[src/rtl/core/adc_voltmeter_seven_segment_assert.svh]
// Assertion macros used by the voltmeter display driver back end.
`ifndef ADC_VOLTMETER_SEVEN_SEGMENT_ASSERT_SVH
`define ADC_VOLTMETER_SEVEN_SEGMENT_ASSERT_SVH

// Same-cycle implication, clocked on clk, off while rst_n is low.
`define AVSS_ASSERT_IMP(lbl, cond, prop, msg) \
    lbl: assert property (@(posedge clk) disable iff (!rst_n) (cond) |-> (prop)) \
        else $error(msg);

// Next-cycle implication, clocked on clk, off while rst_n is low.
`define AVSS_ASSERT_NXT(lbl, cond, prop, msg) \
    lbl: assert property (@(posedge clk) disable iff (!rst_n) (cond) |=> (prop)) \
        else $error(msg);

`endif

[src/rtl/core/avss_pkg.sv]
// Package: widths, constants, item types and segment font for the voltmeter driver.
package avss_pkg;

    // Field widths
    localparam int SAMPLE_W = 14;
    localparam int DUTY_W   = 8;
    localparam int SEG_W    = 8;
    localparam int POS_W    = 2;
    localparam int CENTI_W  = 9;   // hundredths of a volt, 0..331
    localparam int DIGIT_W  = 4;
    localparam int REM_W    = 7;   // remainder below one hundred

    // Scaling: centi = floor((sample * 330 + 8167) / 16334)
    localparam int NUM_W       = 23;
    localparam int RECIP_W     = 24;
    localparam int PROD_W      = NUM_W + RECIP_W;
    localparam int RECIP_SHIFT = 37;
    localparam logic [NUM_W-1:0]   VOLT_NUM   = NUM_W'(330);
    localparam logic [NUM_W-1:0]   ROUND_BIAS = NUM_W'(16334 / 2);
    // ceil(2^37 / 16334); exact for every numerator below 2^23
    localparam logic [RECIP_W-1:0] VOLT_RECIP = RECIP_W'(8414287);

    // Queue between front and back
    localparam int QUEUE_DEPTH = 2;

    // Digit slot codes
    localparam logic [POS_W-1:0] SLOT_BLANK = 2'd0;
    localparam logic [POS_W-1:0] SLOT_HUND  = 2'd1;
    localparam logic [POS_W-1:0] SLOT_TENS  = 2'd2;
    localparam logic [POS_W-1:0] SLOT_ONES  = 2'd3;

    // Segment constants
    localparam logic [SEG_W-1:0] SEG_ALL = 8'hFF;
    localparam logic [SEG_W-1:0] SEG_DP  = 8'h80;

    // Item between front and back
    typedef struct packed {
        logic [CENTI_W-1:0] centi;
        logic [DUTY_W-1:0]  duty_u;
    } reading_t;

    // Active-high segment pattern a..g for a decimal digit; blank otherwise
    function automatic logic [SEG_W-1:0] font_of(input logic [DIGIT_W-1:0] d);
        logic [SEG_W-1:0] pat;
        case (d)
            4'd0:    pat = 8'h3F;
            4'd1:    pat = 8'h06;
            4'd2:    pat = 8'h5B;
            4'd3:    pat = 8'h4F;
            4'd4:    pat = 8'h66;
            4'd5:    pat = 8'h6D;
            4'd6:    pat = 8'h7D;
            4'd7:    pat = 8'h07;
            4'd8:    pat = 8'h7F;
            4'd9:    pat = 8'h67;
            default: pat = 8'h00;
        endcase
        return pat;
    endfunction

endpackage

[src/rtl/core/avss_if.sv]
// Valid/ready channel interfaces for samples in and digit slots out.
interface avss_sample_if
    import avss_pkg::*;
();
    logic                valid;
    logic                ready;
    logic [SAMPLE_W-1:0] adc_sample;

    modport source (output valid, output adc_sample, input ready);
    modport sink   (input valid, input adc_sample, output ready);
endinterface

interface avss_slot_if
    import avss_pkg::*;
();
    logic              valid;
    logic              ready;
    logic [POS_W-1:0]  digit_position;
    logic [SEG_W-1:0]  segments_n;
    logic [DUTY_W-1:0] duty_u;
    logic [DUTY_W-1:0] duty_v;
    logic              last;

    modport source (output valid, output digit_position, output segments_n,
                    output duty_u, output duty_v, output last, input ready);
    modport sink   (input valid, input digit_position, input segments_n,
                    input duty_u, input duty_v, input last, output ready);
endinterface

[src/rtl/core/avss_front.sv]
// Front end: accepts samples, scales to hundredths of a volt, pushes readings.
module avss_front
    import avss_pkg::*;
(
    input  logic          clk,
    input  logic          rst_n,
    avss_sample_if.sink   sample,
    output logic          push,
    output reading_t      push_item,
    input  logic          full
);

    logic              valid_reg;
    logic [NUM_W-1:0]  num_reg;
    logic [DUTY_W-1:0] duty_reg;
    logic [NUM_W-1:0]  num_next;
    logic [PROD_W-1:0] prod;
    logic              take;

    // Stage holds one item; it frees when the queue takes it
    assign sample.ready = !valid_reg || !full;
    assign take         = sample.valid && sample.ready;
    assign push         = valid_reg && !full;

    // Numerator with rounding bias: sample * 330 + 8167
    assign num_next = NUM_W'(sample.adc_sample) * VOLT_NUM + ROUND_BIAS;

    always_ff @(posedge clk or negedge rst_n)
    begin
        if (!rst_n)
        begin
            valid_reg <= 1'b0;
        end
        else if (take)
        begin
            valid_reg <= 1'b1;
        end
        else if (push)
        begin
            valid_reg <= 1'b0;
        end
    end

    always_ff @(posedge clk)
    begin
        if (take)
        begin
            num_reg  <= num_next;
            duty_reg <= sample.adc_sample[SAMPLE_W-1 -: DUTY_W];
        end
    end

    // Divide by 16334 through the reciprocal
    assign prod             = PROD_W'(num_reg) * PROD_W'(VOLT_RECIP);
    assign push_item.centi  = prod[RECIP_SHIFT +: CENTI_W];
    assign push_item.duty_u = duty_reg;

endmodule

[src/rtl/core/avss_queue.sv]
// Short FIFO of scaled readings between front and back.
module avss_queue
    import avss_pkg::*;
#(
    parameter int DEPTH = QUEUE_DEPTH
)
(
    input  logic     clk,
    input  logic     rst_n,
    input  logic     push,
    input  reading_t push_item,
    output logic     full,
    output logic     head_valid,
    output reading_t head_item,
    input  logic     pop
);

    localparam int PTR_W = (DEPTH > 1) ? $clog2(DEPTH) : 1;
    localparam int CNT_W = $clog2(DEPTH + 1);
    localparam logic [PTR_W-1:0] PTR_LAST = PTR_W'(DEPTH - 1);

    reading_t         store [DEPTH];
    logic [PTR_W-1:0] wr_ptr_reg;
    logic [PTR_W-1:0] rd_ptr_reg;
    logic [CNT_W-1:0] count_reg;
    logic [PTR_W-1:0] wr_ptr_next;
    logic [PTR_W-1:0] rd_ptr_next;

    assign full       = (count_reg == CNT_W'(DEPTH));
    assign head_valid = (count_reg != '0);
    assign head_item  = store[rd_ptr_reg];

    assign wr_ptr_next = (wr_ptr_reg == PTR_LAST) ? '0 : wr_ptr_reg + PTR_W'(1);
    assign rd_ptr_next = (rd_ptr_reg == PTR_LAST) ? '0 : rd_ptr_reg + PTR_W'(1);

    // Pointers and fill count
    always_ff @(posedge clk or negedge rst_n)
    begin
        if (!rst_n)
        begin
            wr_ptr_reg <= '0;
            rd_ptr_reg <= '0;
            count_reg  <= '0;
        end
        else
        begin
            if (push)
            begin
                wr_ptr_reg <= wr_ptr_next;
            end
            if (pop)
            begin
                rd_ptr_reg <= rd_ptr_next;
            end
            if (push && !pop)
            begin
                count_reg <= count_reg + CNT_W'(1);
            end
            else if (pop && !push)
            begin
                count_reg <= count_reg - CNT_W'(1);
            end
        end
    end

    // Entry storage
    always_ff @(posedge clk)
    begin
        if (push)
        begin
            store[wr_ptr_reg] <= push_item;
        end
    end

endmodule

[src/rtl/core/avss_back.sv]
// Back end: splits a reading into digits and emits four display slots.
module avss_back
    import avss_pkg::*;
(
    input  logic         clk,
    input  logic         rst_n,
    input  logic         head_valid,
    input  reading_t     head_item,
    output logic         pop,
    avss_slot_if.source  display
);

`include "adc_voltmeter_seven_segment_assert.svh"

    logic [POS_W-1:0]   slot_reg;
    logic               out_valid_reg;
    logic [POS_W-1:0]   pos_reg;
    logic [SEG_W-1:0]   seg_reg;
    logic [DUTY_W-1:0]  duty_reg;
    logic               last_reg;

    logic               load;
    logic [DIGIT_W-1:0] hund;
    logic [DIGIT_W-1:0] tens;
    logic [DIGIT_W-1:0] ones;
    logic [CENTI_W-1:0] hund_part;
    logic [REM_W-1:0]   rem;
    logic [REM_W-1:0]   tens_part;
    logic [SEG_W-1:0]   seg_next;
    logic               pos_blank;
    logic               pos_ones;
    logic               slot_taken;

    // Hundreds by comparison (value never reaches 400)
    always_comb
    begin
        if (head_item.centi >= CENTI_W'(300))
        begin
            hund      = DIGIT_W'(3);
            hund_part = CENTI_W'(300);
        end
        else if (head_item.centi >= CENTI_W'(200))
        begin
            hund      = DIGIT_W'(2);
            hund_part = CENTI_W'(200);
        end
        else if (head_item.centi >= CENTI_W'(100))
        begin
            hund      = DIGIT_W'(1);
            hund_part = CENTI_W'(100);
        end
        else
        begin
            hund      = '0;
            hund_part = '0;
        end
    end

    assign rem = REM_W'(head_item.centi - hund_part);

    // Tens: count of thresholds reached, compares run in parallel
    always_comb
    begin
        tens = '0;
        for (int k = 1; k < 10; k++)
        begin
            if (rem >= REM_W'(10 * k))
            begin
                tens = DIGIT_W'(k);
            end
        end
    end

    assign tens_part = REM_W'(tens) * REM_W'(10);
    assign ones      = DIGIT_W'(rem - tens_part);

    // Segment pattern for the slot about to go out
    always_comb
    begin
        case (slot_reg)
            SLOT_BLANK: seg_next = SEG_ALL;
            SLOT_HUND:  seg_next = ~(font_of(hund) | SEG_DP);
            SLOT_TENS:  seg_next = ~font_of(tens);
            SLOT_ONES:  seg_next = ~font_of(ones);
            default:    seg_next = SEG_ALL;
        endcase
    end

    // Output register takes a new slot when an item is waiting and it is empty or drained
    assign load = head_valid && (!out_valid_reg || display.ready);
    assign pop  = load && (slot_reg == SLOT_ONES);

    always_ff @(posedge clk or negedge rst_n)
    begin
        if (!rst_n)
        begin
            out_valid_reg <= 1'b0;
            slot_reg      <= SLOT_BLANK;
        end
        else
        begin
            if (load)
            begin
                out_valid_reg <= 1'b1;
                slot_reg      <= slot_reg + POS_W'(1);
            end
            else if (display.ready)
            begin
                out_valid_reg <= 1'b0;
            end
        end
    end

    always_ff @(posedge clk)
    begin
        if (load)
        begin
            pos_reg  <= slot_reg;
            seg_reg  <= seg_next;
            duty_reg <= head_item.duty_u;
            last_reg <= (slot_reg == SLOT_ONES);
        end
    end

    assign display.valid          = out_valid_reg;
    assign display.digit_position = pos_reg;
    assign display.segments_n     = seg_reg;
    assign display.duty_u         = duty_reg;
    assign display.duty_v         = ~duty_reg;
    assign display.last           = last_reg;

    // Checks
    assign pos_blank  = (pos_reg == SLOT_BLANK);
    assign pos_ones   = (pos_reg == SLOT_ONES);
    assign slot_taken = out_valid_reg && display.ready;

    `AVSS_ASSERT_IMP(a_last_on_ones, out_valid_reg, last_reg == pos_ones, "stray last")
    `AVSS_ASSERT_IMP(a_blank_slot, out_valid_reg && pos_blank, seg_reg == SEG_ALL, "lit blank")
    `AVSS_ASSERT_NXT(a_no_gap, slot_taken && !last_reg, out_valid_reg && !pos_blank, "gap in run")
    `AVSS_ASSERT_IMP(a_pop_needs_item, pop, head_valid, "pop from empty queue")

endmodule

[src/rtl/core/adc_voltmeter_seven_segment.sv]
// Top level: ADC voltmeter seven-segment digit driver with PWM duties.
// Each accepted 14-bit sample is scaled to hundredths of a volt
// (round(sample * 330 / 16334), 0..331) and leaves as four display slots in
// order: a blank digit, hundreds with the decimal point, tens, ones; segments
// are active low and every slot carries duty_u = sample / 64 and
// duty_v = 255 - duty_u. The back end sends one slot per cycle through its
// single output register while the display side keeps ready high and the
// queue holds an item. An accepted sample passes the scaling register, the
// queue entry and the output register, in that order, before its first
// slot is valid. A two-entry queue between scaling and digit output lets
// the sample side keep accepting while the display side stalls.
module adc_voltmeter_seven_segment
    import avss_pkg::*;
#(
    parameter int QUEUE_DEPTH_P = QUEUE_DEPTH
)
(
    input  logic         clk,
    input  logic         rst_n,
    avss_sample_if.sink  sample,
    avss_slot_if.source  display
);

    logic     push;
    reading_t push_item;
    logic     full;
    logic     head_valid;
    reading_t head_item;
    logic     pop;

    avss_front u_front (
        .clk       (clk),
        .rst_n     (rst_n),
        .sample    (sample),
        .push      (push),
        .push_item (push_item),
        .full      (full)
    );

    avss_queue #(
        .DEPTH (QUEUE_DEPTH_P)
    ) u_queue (
        .clk        (clk),
        .rst_n      (rst_n),
        .push       (push),
        .push_item  (push_item),
        .full       (full),
        .head_valid (head_valid),
        .head_item  (head_item),
        .pop        (pop)
    );

    avss_back u_back (
        .clk        (clk),
        .rst_n      (rst_n),
        .head_valid (head_valid),
        .head_item  (head_item),
        .pop        (pop),
        .display    (display)
    );

endmodule
[src/flat_wrapper.sv]
// flat-port wrapper written by rule: the top's interface ports become plain ports
module adc_voltmeter_seven_segment_flat import avss_pkg::*;
#(
    parameter int QUEUE_DEPTH_P = QUEUE_DEPTH
)
  (clk, rst_n, sample_valid, sample_adc_sample, sample_ready, display_valid, display_digit_position, display_segments_n, display_duty_u, display_duty_v, display_last, display_ready);
  avss_sample_if sample_i ();
  avss_slot_if display_i ();
  input  logic clk;
  input  logic rst_n;
  input wire logic [$bits(sample_i.valid)-1:0] sample_valid;
  input wire logic [$bits(sample_i.adc_sample)-1:0] sample_adc_sample;
  output wire logic [$bits(sample_i.ready)-1:0] sample_ready;
  output wire logic [$bits(display_i.valid)-1:0] display_valid;
  output wire logic [$bits(display_i.digit_position)-1:0] display_digit_position;
  output wire logic [$bits(display_i.segments_n)-1:0] display_segments_n;
  output wire logic [$bits(display_i.duty_u)-1:0] display_duty_u;
  output wire logic [$bits(display_i.duty_v)-1:0] display_duty_v;
  output wire logic [$bits(display_i.last)-1:0] display_last;
  input wire logic [$bits(display_i.ready)-1:0] display_ready;
  assign sample_i.valid = sample_valid;
  assign sample_i.adc_sample = sample_adc_sample;
  assign sample_ready = sample_i.ready;
  assign display_valid = display_i.valid;
  assign display_digit_position = display_i.digit_position;
  assign display_segments_n = display_i.segments_n;
  assign display_duty_u = display_i.duty_u;
  assign display_duty_v = display_i.duty_v;
  assign display_last = display_i.last;
  assign display_i.ready = display_ready;
  adc_voltmeter_seven_segment #(.QUEUE_DEPTH_P(QUEUE_DEPTH_P)) u_core (.clk(clk), .rst_n(rst_n), .sample(sample_i), .display(display_i));
endmodule
[config.mk]
export PLATFORM = sky130hd
export DESIGN_NAME = adc_voltmeter_seven_segment_flat
export DESIGN_NICKNAME = d
export VERILOG_FILES = /design/src/rtl/core/avss_pkg.sv /design/src/rtl/core/avss_if.sv /design/src/rtl/core/avss_front.sv /design/src/rtl/core/avss_queue.sv /design/src/rtl/core/avss_back.sv /design/src/rtl/core/adc_voltmeter_seven_segment.sv /design/src/flat_wrapper.sv
export VERILOG_INCLUDE_DIRS = /design/src /design/src/rtl/core
export SDC_FILE = /design/constraint.sdc
export NUM_CORES = 1
export LEC_CHECK = 0
export BUFFER_PORTS_ARGS = -buffer_cell sky130_fd_sc_hd__buf_4
export CELL_PAD_IN_SITES_DETAIL_PLACEMENT = 1
export CELL_PAD_IN_SITES_GLOBAL_PLACEMENT = 2
export CORE_UTILIZATION = 43
export DETAILED_ROUTE_END_ITERATION = 10
export HOLD_SLACK_MARGIN = 0.08
export PLACE_DENSITY = 0.86
export SETUP_SLACK_MARGIN = 0.15
export SYNTH_ARGS = -nofsm -noshare
export SYNTH_HDL_FRONTEND = slang
export SYNTH_HIERARCHICAL = 1
export SYNTH_SLANG_ARGS = --single-unit
[constraint.sdc]
create_clock -name clk -period 9.02 [get_ports clk]
set_input_delay 1.353 -clock clk [delete_from_list [all_inputs] [get_ports clk]]
set_output_delay 1.353 -clock clk [all_outputs]
set_load 0.02 [all_outputs]
==> results, run 1 <==
- The register area share after synthesis is 0.197.
- The detail-routed via count per cell is around 5.2.
- The adder and majority cell fraction of the synthesized area is 0.471.
- The clock root buffer master is sky130_fd_sc_hd__clkbuf_16.
- Relative to the synthesized area, the layout overhead comes to 7.84%.
- The final critical-path share of the clock period is 0.769.
- For the worst flop-to-flop path, the logic depth is 20.
- The via count of the first global-routing pass is 10300.
- The flow ran to the end, and the final reports show no timing, DRC or antenna violations.
- The setup total negative slack is 0 ns.
- In this run the post-CTS setup repair buffer count came out at 0.
- The post-detailed-placement half-perimeter wirelength is 27.3 mm.
- Buffers inserted during clock tree synthesis total 9.
- The number of top-level pins is 47.
- The number of maximum-capacitance violations is 0.
- CTS saw approximately 90 sinks.
- The largest fanout on the critical path is 11.
- The first-pass detailed-route iteration total is 5.
- The detailed-route via count is roughly 9300.
- In this run the horizontal extent of the chip is about 180 um.
- The synthesized flop and latch total is 91.
- STA classifies the critical path startpoint as a flip-flop.
- The largest net degree at the start of global routing is 31.
- The post-synth net total is roughly 1800.
- The placement row count is between 60 and 70.
- The final setup violation count is 0.
- The commonest cells after synthesis are 327 x sky130_fd_sc_hd__inv_1, 307 x sky130_fd_sc_hd__ha_1, 130 x sky130_fd_sc_hd__fa_1.
- The TritonCTS clock tree is done.
- After detailed routing, the number of remaining DRC violations is 0.
- The data arrival time of the critical path is around 7.0 ns.
- Setup repair after global routing left no endpoint under its margin.
- The category of the worst setup path capture point is a flip-flop.
- The number of distinct library cell variants in the gate-level netlist after synthesis is 84.
- Of the total synthesized cell area, the portion taken by XOR and XNOR cells is 0.0334.
- Of all flip-flops after synthesis, the portion carrying an async set or reset was 0.0879.
- The most used flip-flop cell after synthesis is sky130_fd_sc_hd__edfxtp_1.
- The most area-hungry cell type in the Yosys netlist is sky130_fd_sc_hd__ha_1.
- The transition time of the tightest slew-check pin is about 1 ns.
- The cell count after synthesis came out at about 1300.
- The number of instances on the worst hold path is 0.
- After synthesis, the share of cell area in mux cells is 0.0245.
- The final wirelength is ~31 mm.
- By area the synthesized netlist is led by sky130_fd_sc_hd__ha_1 28%, sky130_fd_sc_hd__fa_1 19%, sky130_fd_sc_hd__edfxtp_1 18%.
- The worst register-to-register path has a setup slack of between 2 and 2.5 ns.
- The area of the die is roughly 33000 sq um.
- The total standard cell area after synthesis is about 14000 sq um.
- The initial utilization of the core area, before any placement, comes to 0.442.
- At the worst endpoint, the required time is between 9 and 10 ns.
- The global router's overall resource usage is 0.204.
- After synthesis, the largest family of logic cells by area is adder cells.
- The most used standard cell by instance count after synthesis is sky130_fd_sc_hd__inv_1.
- The worst hold path belongs to the class reg2reg.
- The number of buffer cells added on primary ports is between 40 and 50.
- Measured along the y axis, the die boundary spans 180 um.
- The congestion estimate from routability-driven global placement came to between 0.8 and 0.9.
- The number of antenna violations at the first check in global routing is 1.
- The clock tree buffer depth is 2.
- Of the cells placed in the final design, the portion with a size suffix greater than 1 is 0.0779.
- The detailed router finished its first iteration with 292 violations.
- In this run the most critical hold path is launched from u_core/u_front/duty_reg[1].
- The clock transition time at the flip-flop clock pins of the worst setup and hold paths is approximately 0.07 ns.
- The startpoint identified for the worst register-to-register timing path is u_core/u_front/num_reg[20].
- The antenna diode count is 0.
- The headroom to the max-slew limit is 0.340.
- The max-slew violation count came to 0.
- The Yosys step of the flow raised 6 warnings.
- The number of H-tree levels is 3.
- The post-cts gate resize count is 0.
- The count of nets left with antenna violations once routing finished came out at 0.
- The total overflow reported by the global router is 0.
- The fraction of the mapped netlist area in compound gates came to 0.104.
- The flip-flop count of the largest register, all copies and words added is 34.
- The average cell area after synthesis is ~10 sq um.
- The smallest clock period supported by the final layout is computed as about 6.9 ns.
- In this run, synthesis inferred a little over 80 flip-flops with an integrated enable.
- The global-route wire length before repair is ~53 mm.
- On the final layout, the worst clock skew is approximately 0.016 ns.
- The timing-limited maximum frequency is 144 MHz.
- For this design, the CTS-stage hold fixing added 0 buffers.
- The capture point of the worst reg-to-reg path is u_core/u_queue/store[1][14].
- The worst setup path is of the reg2reg kind.
- The share of synthesized area in the top cell type comes to 0.281.
- The number of hold violations in the final report is 0.
- The area fraction in and, or, nand and nor cells after synthesis is 0.0734.
- The worst min-delay path endpoint is u_core/u_queue/store[1][1].
- Clock latency on the worst-skew pair, taken at its later pin, is 0.34 ns.
- The net count reported at finish is 1836.
- The core region is a little over 30000 sq um.
- The average wire per cell in the routed design is around 18 um.
[final cells by class]
type,count,area (sq um)
fill,3455,16200
tap,396,495
timing repair buffer,48,360
clock buffer,9,225
sequential,91,2690
inverter,328,1230
multi-input combinational,903,9670
clock inverter,7,91.3
[worst max-delay path by stage]
stage / start / to / depth (start not counted)
global placement: u_core/u_front/num_reg[20] / u_core/u_queue/store[0][14] / 21
floorplan: u_core/u_front/num_reg[20] / u_core/u_queue/store[0][14] / 21
finish: u_core/u_front/num_reg[20] / u_core/u_queue/store[1][14] / 20
global route: u_core/u_front/num_reg[20] / u_core/u_queue/store[1][14] / 20
CTS: u_core/u_front/num_reg[20] / u_core/u_queue/store[1][14] / 20
detailed placement: u_core/u_front/num_reg[20] / u_core/u_queue/store[0][14] / 20
[metal layers]
layer  wire, um  vias up  share of wire  track usage
met4        202        0         0.0064       0.0270
met3        658       14          0.021       0.0241
li1           -     4595              -            -
met1      15400     4655           0.49        0.279
met2      15200       82           0.48        0.353
met5          0        -              0            0
[critical path: stages, from the launching register on]
cell                        delay (ns)
sky130_fd_sc_hd__edfxtp_1         0.58
sky130_fd_sc_hd__fa_1             0.66
sky130_fd_sc_hd__inv_1            0.07
sky130_fd_sc_hd__fa_1             0.47
sky130_fd_sc_hd__fa_1             0.48
sky130_fd_sc_hd__fa_1             0.46
sky130_fd_sc_hd__fa_1             0.52
sky130_fd_sc_hd__inv_1            0.05
sky130_fd_sc_hd__fa_1             0.53
sky130_fd_sc_hd__inv_1            0.06
sky130_fd_sc_hd__fa_1             0.53
sky130_fd_sc_hd__inv_1            0.05
sky130_fd_sc_hd__ha_1             0.33
sky130_fd_sc_hd__a21o_1           0.17
sky130_fd_sc_hd__a21o_1           0.17
sky130_fd_sc_hd__a21oi_1          0.20
sky130_fd_sc_hd__o2111ai_1        0.18
sky130_fd_sc_hd__a2111oi_0        0.45
sky130_fd_sc_hd__a21oi_1          0.21
sky130_fd_sc_hd__and4_1           0.24
sky130_fd_sc_hd__o221a_2          0.25
[cell families (layout without fill, tap and decap cells)]
family / after synthesis / after routing
buffers and inverters: 340 / 392
AND/OR/NAND/NOR: 187 / 187
multiplexers: 28 / 28
flip-flops: 91 / 91
adder cells (fa/ha/maj): 437 / 437
XOR/XNOR: 48 / 48
AO/OA/AOI/OAI: 203 / 203
[cell usage in the layout (no fill, tap or decap), types with 17 or more instances in the layout]
cell | synthesis | final
sky130_fd_sc_hd__ha_1 | 307 | 307
sky130_fd_sc_hd__nor2_1 | 35 | 35
sky130_fd_sc_hd__a21oi_1 | 54 | 54
sky130_fd_sc_hd__nand2_1 | 44 | 44
sky130_fd_sc_hd__a21o_1 | 28 | 28
sky130_fd_sc_hd__xor2_1 | 20 | 20
sky130_fd_sc_hd__o21ai_0 | 29 | 29
sky130_fd_sc_hd__buf_4 | 1 | 48
sky130_fd_sc_hd__edfxtp_1 | 83 | 83
sky130_fd_sc_hd__inv_1 | 327 | 327
sky130_fd_sc_hd__nand3_1 | 17 | 17
sky130_fd_sc_hd__xnor2_1 | 24 | 24
sky130_fd_sc_hd__fa_1 | 130 | 130
[stage by stage]
stage               hold slack (ns)  instances   util  cell area, sq um  setup WS (ns)
finish                        0.450       1782  0.476             14800           2.09
global route                  0.466       1782  0.476             14800           1.75
CTS                           0.452       1782  0.476             14800           2.09
detailed placement            0.435       1766  0.466             14400           2.12
global placement              0.422       1766  0.466             14400           2.35
floorplan                     0.421       1334      -             13700           2.70
Power of run 1 is left out: the tool's default activity adds up to more than one toggle a clock period on the data nets, which glitch-free logic cannot reach.
==> inputs of run 2 (changes only) <==
Settings changed: CORE_UTILIZATION 43 to 39, PLACE_DENSITY 0.86 to 0.82.
Clock period 9.02 ns to 5.9 ns, I/O delays scaled along.
==> run 2 against run 1 <==
The run now ends with setup timing left. Clock skew shrank 0.0045 ns. Sequential cell count is the same. Global-route usage shrank 1.0 points. Cell area grew 8.0%. Maximum frequency grew 13%. Cell count grew 8.8%. Wire length grew 8.3%. Setup slack lost 2.3 ns. Via count grew 4.3%. Die area grew 10%. Utilization shrank 1.5 points. Largest cell class unchanged.
==> results, run 2 (synthesized netlist as in run 1, its figures left out) <==
- The fraction of layout instances using a drive strength above 1 is 0.179 (+0.101).
- The TritonCTS clock tree is done.
- The number of nets with antenna violations after routing is 0 (unchanged).
- The path class of the lowest-slack min-delay path is in2async.
- The number of hold-repair buffers added at the cts stage is 0 (unchanged).
- STA classifies the critical path endpoint as a flip-flop.
- The cell that appears most often on the critical path is sky130_fd_sc_hd__fa_1.
- The smallest setup slack after layout is -0.248 ns (-2.33 ns).
- The placement row count is 68 (+6.3%).
- The global placement routability congestion is 0.851 (-2.8%).
- The largest net degree at the start of global routing came to 31 (unchanged).
- The number of buffer cells added on primary ports was 46 (unchanged).
- STA classifies the critical path startpoint as a flip-flop.
- The count of filler cells inserted in the layout is 3915 (+13%).
- The global-route wire length before repair is 54.6 mm (+2.9%).
- The global router's overall resource usage is 0.193 (-0.0105).
- The gate family responsible for the most delay along the worst path is adder cells.
- The flow ran to the end, but the final reports show violations.
- Traced cell by cell, the critical path runs through fa_1, xor2_1, ha_2, a21oi_2, fa_1, fa_1, fa_1, inv_2, fa_1, inv_2, fa_1, inv_2, ha_4, a21o_1, a21o_1, a21oi_2, o2111ai_2, buf_4, a31oi_4, a21oi_2, and4_1, o221a_4.
- The later-pin clock latency in the skew report is 0.35 ns (about the same).
- The cell with the largest stage delay on the worst path is sky130_fd_sc_hd__fa_1.
- The antenna diode count is 0 (unchanged).
- The clock transition time at the flip-flop clock pins of the worst setup and hold paths is 0.07 ns (about the same).
- The number of antenna violations at the first check in global routing is 0 (-1).
- The final wirelength is 34.0 mm (+8.3%).
- The count of clock tree sinks is 91 (unchanged).
- The library cells used most frequently in the layout, excluding fill and tap cells, are 317 x sky130_fd_sc_hd__inv_1, 295 x sky130_fd_sc_hd__ha_1, 142 x sky130_fd_sc_hd__buf_4, 122 x sky130_fd_sc_hd__fa_1, 83 x sky130_fd_sc_hd__edfxtp_1.
- From synthesis to final layout, the design area changed by 16.5%.
- The checks that failed: setup timing.
- The number of maximum-capacitance violations is 0 (unchanged).
- The effective utilization at floorplan is 0.396 (-0.0454).
- The area of the core is 34500 sq um (+11%).
- The post-route minimum period came to 6.15 ns (-0.785 ns).
- The residual DRC count is 0 (unchanged).
- The final critical-path share of the clock period came to 1.04 (+0.273).
- The tree is rooted in a sky130_fd_sc_hd__clkbuf_16.
- The setup clock skew after layout is 0.0118 ns (-0.00447 ns).
- The required time of the critical path was 5.99 ns (-3.11 ns).
- The headroom to the max-slew limit is 0.425 (+0.0851).
- The detailed-route via count came to 9745 (+4.3%).
- The number of top-level pins came to 47 (unchanged).
- The number of H-tree levels is 3 (unchanged).
- The total overflow reported by the global router is 0 (unchanged).
- The die boundary width is 189 um (+4.9%).
- The transition time of the tightest slew-check pin was 0.863 ns (-0.128 ns).
- The setup total negative slack is -2.82 ns (-2.82 ns).
- The instance count on the critical path is 22 (+10%).
- The final setup violation count came to 16 (+16).
- The critical setup path kind is reg2reg.
- The via count of the first global-routing pass was 10800 (+4.7%).
- The leading cell type in the layout, fill and taps excluded is sky130_fd_sc_hd__inv_1.
- The buffer and inverter count on the worst path is 4 (unchanged).
- The post-detailed-placement half-perimeter wirelength is 29.1 mm (+6.7%).
- The timing-limited maximum frequency is 163 MHz (+13%).
- The CTS buffer count is 9 (unchanged).
- The max-slew violation count is 0 (unchanged).
- The area of the die was 35900 sq um (+10%).
- The largest fanout on the critical path was 3 (-8).
- The largest incremental delay on the critical path is 0.63 ns (-0.03 ns).
- The clock tree buffer depth is 2 (unchanged).
- The net count reported at finish came to 1933 (+5.3%).
- The first-pass detailed-route iteration total came to 4 (-1).
- The length in cells of the worst reg-to-reg path came to 22 (+10%).
- The data arrival time of the critical path is 6.24 ns (-0.78 ns).
- The detail-routed via count per cell is 5.03 (-4.1%).
- The chip height is 189 um (+4.9%).
- The flip-flop count of the largest register, all copies and words added is 34 (unchanged).
- The average wire per cell in the routed design is 17.6 um (-0.45%).
- The number of hold violations in the final report came to 0 (unchanged).
- Setup repair after global routing could not meet its margin everywhere.
- The violation count after the first detailed-route iteration is 256 (-12%).
## run 2: layout make-up
| type | count | area [sq um] | share of cell area |
|---|---|---|---|
| Multi-Input combinational cell | 903 | 10100 | 0.631 |
| Sequential cell | 91 | 2690 | 0.169 |
| Inverter | 328 | 1230 | 0.0772 |
| Timing Repair Buffer | 145 | 1100 | 0.0690 |
| Tap cell | 455 | 569 | 0.0357 |
| Clock buffer | 10 | 229 | 0.0144 |
| Clock inverter | 6 | 63.8 | 0.00400 |
## run 2: metal layers
layer  wire (um)  GRT usage
met5           0          0
met4         672     0.0465
met3         713     0.0235
met2       17200      0.348
met1       15500      0.244
## run 2: final timing paths
path	from	to	slack (ns)
worst min register to register	u_core/u_front/duty_reg[5]	u_core/u_queue/store[0][5]	0.45
worst max register to register	u_core/u_front/num_reg[20]	u_core/u_queue/store[1][14]	-0.25
worst max-delay path	u_core/u_front/num_reg[20]	u_core/u_queue/store[1][14]	-0.25
min in group clk	u_core/u_front/duty_reg[5]	u_core/u_queue/store[0][5]	0.45
worst min-delay path	rst_n	u_core/u_back/slot_reg[0]	0.34
max in group asynchronous	rst_n	u_core/u_queue/rd_ptr_reg	5.40
## run 2: repair_timing
action,4_1_cts,5_1_grt
hold endpoints to repair,0,0
resized for setup,49,20
pin swaps,39,8
setup buffers,9,2
setup endpoints to repair,18,25
## run 2: worst register-to-register path, cell delays in order, from the launching register on
cell	delay (ns)
sky130_fd_sc_hd__edfxtp_1	0.41
sky130_fd_sc_hd__fa_1	0.63
sky130_fd_sc_hd__xor2_1	0.17
sky130_fd_sc_hd__ha_2	0.20
sky130_fd_sc_hd__a21oi_2	0.05
sky130_fd_sc_hd__fa_1	0.55
sky130_fd_sc_hd__fa_1	0.43
sky130_fd_sc_hd__fa_1	0.52
sky130_fd_sc_hd__inv_2	0.04
sky130_fd_sc_hd__fa_1	0.54
sky130_fd_sc_hd__inv_2	0.04
sky130_fd_sc_hd__fa_1	0.50
sky130_fd_sc_hd__inv_2	0.05
sky130_fd_sc_hd__ha_4	0.22
sky130_fd_sc_hd__a21o_1	0.16
sky130_fd_sc_hd__a21o_1	0.17
sky130_fd_sc_hd__a21oi_2	0.17
sky130_fd_sc_hd__o2111ai_2	0.20
sky130_fd_sc_hd__buf_4	0.19
sky130_fd_sc_hd__a31oi_4	0.15
sky130_fd_sc_hd__a21oi_2	0.08
sky130_fd_sc_hd__and4_1	0.23
sky130_fd_sc_hd__o221a_4	0.22
## run 2: per-stage QoR
stage | hold slack, ns | utilization | cells | instance area, sq um | worst slack, ns
3_5_place_dp | 0.433 | 0.440 | 1911 | 15200 | -0.363
2_1_floorplan | 0.421 | - | 1334 | 13700 | -0.0637
6_report | 0.343 | 0.462 | 1938 | 15900 | -0.248
3_3_place_gp | 0.423 | 0.440 | 1911 | 15200 | -0.177
4_1_cts | 0.334 | 0.458 | 1936 | 15800 | -0.270
5_1_grt | 0.335 | 0.462 | 1938 | 15900 | -0.409
Power of run 2 is left out for the same reason.
